===== config.mk =====
export PLATFORM = sky130hd
export DESIGN_NAME = tsfd_ctrl
export DESIGN_NICKNAME = d
export VERILOG_FILES = /design/src/rtl/core/touch_selected_feedback_delay_core_defines.svh /design/src/rtl/core/tsfd_pkg.sv /design/src/rtl/core/tsfd_ctrl.sv
export SDC_FILE = /design/constraint.sdc
export NUM_CORES = 1
export LEC_CHECK = 0
export BUFFER_PORTS_ARGS = -buffer_cell sky130_fd_sc_hd__buf_4
export CORE_AREA = 5 5 42 44
export DETAILED_ROUTE_END_ITERATION = 10
export DIE_AREA = 0 0 47 49
export SETUP_SLACK_MARGIN = 0.15
export SLEW_MARGIN = 20
export SYNTH_ARGS = -nofsm -noshare
export SYNTH_HDL_FRONTEND = slang
export SYNTH_SLANG_ARGS = --single-unit

===== constraint.sdc =====
create_clock -name clk_i -period 2.1 [get_ports clk_i]
set_input_delay 0.105 -clock clk_i [delete_from_list [all_inputs] [get_ports clk_i]]
set_output_delay 0.105 -clock clk_i [all_outputs]
set_load 0.02 [all_outputs]

===== src/rtl/core/touch_selected_feedback_delay_core_defines.svh =====
// ----------------------------------------------------------------------------
// Touch delay core assertion macros
// Shared concurrent assertion forms for the touch-selected delay core.
// ----------------------------------------------------------------------------
`ifndef TOUCH_SELECTED_FEEDBACK_DELAY_CORE_DEFINES_SVH
`define TOUCH_SELECTED_FEEDBACK_DELAY_CORE_DEFINES_SVH

// same-cycle implication
`define TSFD_ASSERT_IMP(label, clk, rst_n, ante, cons) \
  label: assert property (@(posedge clk) disable iff (!rst_n) (ante) |-> (cons)) \
    else $error("tsfd: same-cycle check failed");

// next-cycle implication
`define TSFD_ASSERT_NXT(label, clk, rst_n, ante, cons) \
  label: assert property (@(posedge clk) disable iff (!rst_n) (ante) |=> (cons)) \
    else $error("tsfd: next-cycle check failed");

`endif


===== src/rtl/core/tsfd_pkg.sv =====
// ----------------------------------------------------------------------------
// Touch delay core package
// Widths, reset values, register indexes and controller/datapath interfaces.
// ----------------------------------------------------------------------------
package tsfd_pkg;

  localparam int unsigned DelayDepthDefault = 131072;

  localparam int unsigned SampleW  = 16;
  localparam int unsigned TouchXW  = 12;
  localparam int unsigned RegionWW = 13;
  localparam int unsigned BeatW    = 17;
  localparam int unsigned GainW    = 15;
  localparam int unsigned CfgIdxW  = 3;
  localparam int unsigned CfgDataW = 17;
  localparam int unsigned ProdW    = 17;

  localparam logic [RegionWW-1:0] RegionWidthReset = 13'd270;
  localparam logic [BeatW-1:0]    BeatReset        = 17'd28235;
  localparam logic [GainW-1:0]    Fb0Reset         = 15'd16384;
  localparam logic [GainW-1:0]    Fb1Reset         = 15'd19661;
  localparam logic [GainW-1:0]    Fb2Reset         = 15'd22938;
  localparam logic [GainW-1:0]    Fb3Reset         = 15'd26214;
  localparam logic [GainW-1:0]    DryGainReset     = 15'd16384;
  localparam logic [GainW-1:0]    WetGainReset     = 15'd16384;

  // ceil(2^17 / 3): exact quotient by three for any 16 bit value
  localparam logic [16:0] Div3Recip = 17'd43691;

  typedef enum logic [CfgIdxW-1:0] {
    REG_REGION_WIDTH = 3'd0,
    REG_BEAT         = 3'd1,
    REG_FB0          = 3'd2,
    REG_FB1          = 3'd3,
    REG_FB2          = 3'd4,
    REG_FB3          = 3'd5,
    REG_DRY_GAIN     = 3'd6,
    REG_WET_GAIN     = 3'd7
  } cfg_reg_e;

  typedef struct packed {
    logic latch_in;
    logic decode;
    logic edge_calc;
    logic clear_wr;
    logic set_rp;
    logic mult;
    logic commit;
  } ctrl_cmd_t;

  typedef struct packed {
    logic rising;
    logic clear_last;
    logic reduce_done;
  } dp_status_t;

endpackage


===== src/rtl/core/tsfd_ctrl.sv =====
// ----------------------------------------------------------------------------
// Touch delay controller
// Sequences clearing passes, touch decode and the per-sample read/mix/write.
// ----------------------------------------------------------------------------
module tsfd_ctrl (
  input  logic                  clk_i,
  input  logic                  rst_ni,
  input  logic                  in_valid_i,
  output logic                  in_ready_o,
  output logic                  out_valid_o,
  input  logic                  out_ready_i,
  input  tsfd_pkg::dp_status_t  status_i,
  output tsfd_pkg::ctrl_cmd_t   cmd_o
);
  import tsfd_pkg::*;

  typedef enum logic [3:0] {
    S_BOOT,
    S_IDLE,
    S_DECODE,
    S_EDGE,
    S_CLEAR,
    S_SETRP,
    S_READ,
    S_MULT,
    S_WRITE
  } state_e;

  state_e state_q, state_d;
  logic   out_valid_q;

  always_comb begin
    cmd_o           = '0;
    state_d         = state_q;
    cmd_o.latch_in  = (state_q == S_IDLE) && in_valid_i;
    case (state_q)
      S_BOOT: begin
        cmd_o.clear_wr = 1'b1;
        if (status_i.clear_last) begin
          state_d = S_IDLE;
        end
      end
      S_IDLE: begin
        if (in_valid_i) begin
          state_d = S_DECODE;
        end
      end
      S_DECODE: begin
        cmd_o.decode = 1'b1;
        state_d      = status_i.rising ? S_EDGE : S_MULT;
      end
      S_EDGE: begin
        cmd_o.edge_calc = 1'b1;
        state_d         = S_CLEAR;
      end
      S_CLEAR: begin
        cmd_o.clear_wr = 1'b1;
        if (status_i.clear_last && status_i.reduce_done) begin
          state_d = S_SETRP;
        end
      end
      S_SETRP: begin
        cmd_o.set_rp = 1'b1;
        state_d      = S_READ;
      end
      S_READ: begin
        state_d = S_MULT;
      end
      S_MULT: begin
        cmd_o.mult = 1'b1;
        state_d    = S_WRITE;
      end
      S_WRITE: begin
        if (!out_valid_q || out_ready_i) begin
          cmd_o.commit = 1'b1;
          state_d      = S_IDLE;
        end
      end
      default: begin
        state_d = S_IDLE;
      end
    endcase
  end

  always_ff @(posedge clk_i or negedge rst_ni) begin
    if (!rst_ni) begin
      state_q     <= S_BOOT;
      out_valid_q <= 1'b0;
    end else begin
      state_q <= state_d;
      if (cmd_o.commit) begin
        out_valid_q <= 1'b1;
      end else if (out_ready_i) begin
        out_valid_q <= 1'b0;
      end
    end
  end

  assign in_ready_o  = (state_q == S_IDLE);
  assign out_valid_o = out_valid_q;

endmodule


==> results of run 1 <==
==> worst max-delay path: cells and delay by family, from the launching register on <==
kind | cells | cell delay (ps)
simple gates | 1 | 570
compound gates | 1 | 140
flops | 1 | 440
buf+inv | 1 | 160
==> synth_stat cells (all sizes together) <==
cell / instances / share of area
nor3: 6 / 0.097
dfrtp: 5 / 0.40
a21oi: 3 / 0.049
buf: 3 / 0.069
nand2b: 3 / 0.061
nor2: 3 / 0.036
inv: 2 / 0.024
o21ai: 2 / 0.032
a311oi: 1 / 0.028
and2: 1 / 0.020
nand2: 1 / 0.012
nor3b: 1 / 0.024
o21bai: 1 / 0.024
o31a: 1 / 0.028
or2b: 1 / 0.024
or3: 1 / 0.020
or4b: 1 / 0.045
==> registers in the layout (all words and copies together), names as in the netlist <==
name         count
out_valid_o      1
state_q          4
==> per-stage QoR <==
stage / power (mW) / instance area [um^2]
3_3_place_gp: 0.522 / 420
2_1_floorplan: 0.426 / 309
5_1_grt: 0.685 / 457
6_report: 0.636 / 457
4_1_cts: 0.642 / 457
3_5_place_dp: 0.521 / 420
==> kinds of logic (layout without fill, tap and decap cells) <==
kind of cell	Yosys count	after routing	share of synthesized area
DFF	5	5	0.405
and+or+nand+nor	18	18	0.340
buffers and inverters	5	22	0.0931
AOI/OAI and AO/OA	8	8	0.162
==> per-layer routing <==
metal | global-route usage | vias up | routed length [um]
met2 | 0.0950 | 13 | 297
met4 | 0.0968 | 0 | 50
li1 | - | 160 | -
met1 | 0.104 | 133 | 358
met5 | 0 | - | 0
met3 | 0.0111 | 5 | 53
==> layout make-up <==
cell class | count | area (um^2) | area share
Clock buffer | 4 | 26.3 | 0.0575
Timing Repair Buffer | 16 | 123 | 0.268
Inverter | 2 | 7.51 | 0.0164
Multi-Input combinational cell | 26 | 155 | 0.340
Sequential cell | 5 | 125 | 0.274
Tap cell | 16 | 20.0 | 0.0438
==> power by group through the flow <==
stage               combinational [mW]  clock, mW  sequential [mW]
floorplan                        0.265          0            0.161
global placement                 0.314          0            0.208
detailed placement               0.311          0            0.210
CTS                              0.314      0.120            0.209
global route                     0.336      0.126            0.223
finish                           0.309      0.118            0.209
==> path summary, 6_finish.rpt <==
check | end | depth (start not counted) | slack [ps] | from
worst max-delay path | cmd_o[0] | 3 | 430 | state_q[0]$_DFFE_PN0P_
worst min-delay path | out_valid_o$_DFFE_PN0P_ | 2 | 70 | out_ready_i
worst max register to register | state_q[0]$_DFFE_PN0P_ | 3 | 530 | state_q[0]$_DFFE_PN0P_
worst min register to register | out_valid_o$_DFFE_PN0P_ | 2 | 570 | out_valid_o$_DFFE_PN0P_
max in group asynchronous | state_q[0]$_DFFE_PN0P_ | 2 | 1790 | rst_ni
min in group asynchronous | state_q[1]$_DFFE_PN0P_ | 2 | 200 | rst_ni
==> timing repair <==
item,in CTS,in global routing
gates resized for setup,0,0
hold buffers,1,0
hold endpoints to repair,5,0
==> reports/results.tsv, run 1 <==
metric	value	unit
fmax	600	MHz
critical_path_class	reg -> out	
hold_viol_final	0	
fp.dieH	49	um
drv_slew	0	
insertion_delay	250	ps
die-area	2300	um^2
min_path_type	in -> reg	
cts.path.max_buffers	2	
drv_cap	0	
final_cells	69	
dp.cells	64	
wl	759	um
fillCellCount	156	
rows	14	
layout_commonest_cell	buf_4	
root_buffer	clkbuf_4	
area_growth	47.8	%
syn_nets	43	
layout.nets	61	
post_drt_wl_per_cell	11.0	um
path_clk_slew	50	ps
track_usage	0.0798	
setup_viol	0	
endpoint_kind	output port	
cellPowerDensity	1390	nW/um^2
fin_crit	1670	ps
layout_setup_ws	434	ps
coreArea	1400	um^2
clock_skew	1.61	ps
hold-worst-slack	68.4	ps
antenna_found_initial	0	
seq_power_share	0.328	
outcome	finished, final reports clean	
final_core_util	0.326	
post-route-period-util	0.793	
gp_congestion	0.798	
drc	0	
swShare	0.438	
synth_cells	36	
grt_max_degree	11	
start_util	0.221	
fin_tns_setup	0	ps
path_cells	or4b_4, a21oi_1, buf_4	
clkSinkCount	5	
io_buffers	15	
ys_seq_area_frac	0.405	
routed_via_density	4.51	
relSlewSlack	0.814	
vias	311	
critPathSlowestCell	or4b_4	
synth_cell_types	18	
worstPathArrival	1560	ps
cts-htree-levels	1	
place_ws	540	ps
crit_required	2000	ps
syn_area	309	um^2
cts_inserted_buffers	3	
path_max_fanout	8	
slowest_delay	570	ps
die_width	47	um
drive_above_1_share	0.358	
cts_tree	yes	
startpoint_type	flip-flop	
mostFrequentLayoutCells	15 x buf_4, 6 x nor3_1, 5 x dfrtp_1	
syn_avg_cell_area	8.58	um^2
synth_warnings	0	
hpwl	592	um
ys_ff_latch	5	
antenna_cells	0	
ioPinCount	16	
grt_pass1_vias	302	
intPower	0.357	mW
overflow	0	
dr.pass1.iters	3	
p_sw	0.279	mW
grt_pass1_wl	1240	um
rsz0062_at_grt	no	
ant_nets	0	
tightest_slew	279	ps
p_leak	0.215	nW
drtIter0Drc	3	
p_comb_frac	0.486	
irDropWorstVdd	0.411	mV
clkPwrFrac	0.185	
cts_setup_buffers	0	
Note: power is estimated with default switching activity, not from simulation.
==> run 2: changes to the inputs <==
- clock period: 2.1 -> 1.7 ns (I/O delays scaled with it)
==> reports/results.tsv, run 2 (same netlist as run 1, synthesis figures left out) <==
metric	value	unit	change
drive_above_1_share	0.466		was 0.358
post_drt_wl_per_cell	10.9	um	was 11.0 um
cellPowerDensity	1760	nW/um^2	was 1390 nW/um^2
start_util	0.221		unchanged
setup_viol	0		unchanged
mostFrequentLayoutCells	19 x buf_4, 5 x nor3_1, 5 x dfrtp_1, 3 x nor2_1, 3 x clkbuf_4		was 15 x buf_4, 6 x nor3_1, 5 x dfrtp_1
area_growth	68.4	%	was 47.8%
antenna_found_initial	0		unchanged
tightest_slew	196	ps	was 279 ps
hpwl	632	um	was 592 um
endpoint_kind	output port		unchanged
relSlewSlack	0.868		was 0.814
cts-htree-levels	1		unchanged
routed_via_density	4.55		was 4.51
dr.pass1.iters	4		was 3
irDropWorstVdd	0.787	mV	was 0.411 mV
drtIter0Drc	5		was 3
track_usage	0.0842		was 0.0798
final_cells	74		was 69
reg2regPathDepth	3		unchanged
fin_crit	1520	ps	
clock_skew	1.73	ps	was 1.61 ps
fillCellCount	147		was 156
fin_area	520	um^2	was 457 um^2
antenna_cells	0		unchanged
crit_required	1620	ps	was 2000 ps
grt_pass1_wl	1330	um	was 1240 um
drv_slew	0		unchanged
regMostFlops	state_q		unchanged
drc	0		unchanged
rows	14		unchanged
fp.dieH	49	um	unchanged
final_core_util	0.371		was 0.326
grt_max_degree	10		was 11
startpoint_type	flip-flop		unchanged
path_max_fanout	3		was 8
hold-worst-slack	53.0	ps	was 68.4 ps
fmax	658	MHz	
die_width	47	um	unchanged
r2r_slack	200	ps	was 530 ps
outcome	finished, final reports clean		unchanged
coreArea	1400	um^2	unchanged
dp.cells	68		was 64
cts.path.max_buffers	2		unchanged
min_path_type	in -> reg		unchanged
post-route-period-util	0.893		
die-area	2300	um^2	unchanged
cts_inserted_buffers	3		unchanged
ant_nets	0		unchanged
gp_congestion	0.736		was 0.798
vias	337		was 311
place_ws	230	ps	was 540 ps
layout.nets	66		was 61
crit-reg2reg-capture	state_q[0]$_DFFE_PN0P_		unchanged
layout_setup_ws	181	ps	was 434 ps
drv_cap	0		unchanged
path_clk_slew	40	ps	was 50 ps
critPathLaunch	state_q[2]$_DFFE_PN0P_		was state_q[0]$_DFFE_PN0P_
overflow	0		unchanged
root_buffer	clkbuf_4		unchanged
rsz0062_at_grt	yes		was no
worstPathArrival	1430	ps	was 1560 ps
clkSinkCount	5		unchanged
cp-endpoint	cmd_o[0]		unchanged
critical_path_class	reg -> out		unchanged
multi_input_area	178	um^2	was 155 um^2
layout_commonest_cell	buf_4		unchanged
grt_pass1_vias	315		was 302
insertion_delay	240	ps	was 250 ps
p_total	0.915	mW	was 0.636 mW
largest_register_ffs	4		unchanged
fin_tns_setup	0	ps	unchanged
wl	807	um	was 759 um
io_buffers	15		unchanged
p_leak	0.247	nW	was 0.215 nW
place_area	455	um^2	was 420 um^2
hold_viol_final	0		unchanged
r2r-start	state_q[2]$_DFFE_PN0P_		was state_q[0]$_DFFE_PN0P_
cts_tree	yes		unchanged
ioPinCount	16		unchanged
regArea	125	um^2	unchanged
-- run 2: repair_timing --
action,4_1_cts,5_1_grt
hold buffers,1,0
gates resized for setup,0,4
endpoints found under the setup margin,0,2
hold endpoints to repair,5,0
buffers inserted,0,1
-- run 2: final cells by class --
type / instances / share of cell area
Multi-Input combinational cell: 26 / 0.341
Timing Repair Buffer: 21 / 0.315
Sequential cell: 5 / 0.240
Clock buffer: 4 / 0.0505
Tap cell: 16 / 0.0385
Inverter: 2 / 0.0144
-- run 2: how the worst min path moves through the flow --
stage / start / to / slack [ps] / depth (start not counted)
after global routing: out_ready_i / out_valid_o$_DFFE_PN0P_ / 60 / 2
final: out_ready_i / out_valid_o$_DFFE_PN0P_ / 50 / 2
after detailed placement: rst_ni / out_valid_o$_DFFE_PN0P_ / -110 / 1
after CTS: out_ready_i / out_valid_o$_DFFE_PN0P_ / 50 / 2
after global placement: rst_ni / state_q[2]$_DFFE_PN0P_ / -110 / 1
after floorplan: rst_ni / out_valid_o$_DFFE_PN0P_ / -210 / 0
-- run 2: report_power, final --
group / switching (mW) / internal (mW)
combinational: 0.302 / 0.281
clock: 0.0488 / 0.0887
sequential: 0.0272 / 0.167
total: 0.378 / 0.537
-- run 2: critical path: stages (launching register included) --
cell and delay [ps]:
dfrtp_1 370, or4b_4 550, a21oi_2 120, buf_4 150
-- run 2: layer usage --
layer  up-vias  wire length [um]  track usage
met2        11               374       0.0973
met3         2                60       0.0148
li1        170                 -            -
met5         -                 0            0
met1       154               350        0.114
met4         0                21       0.0968
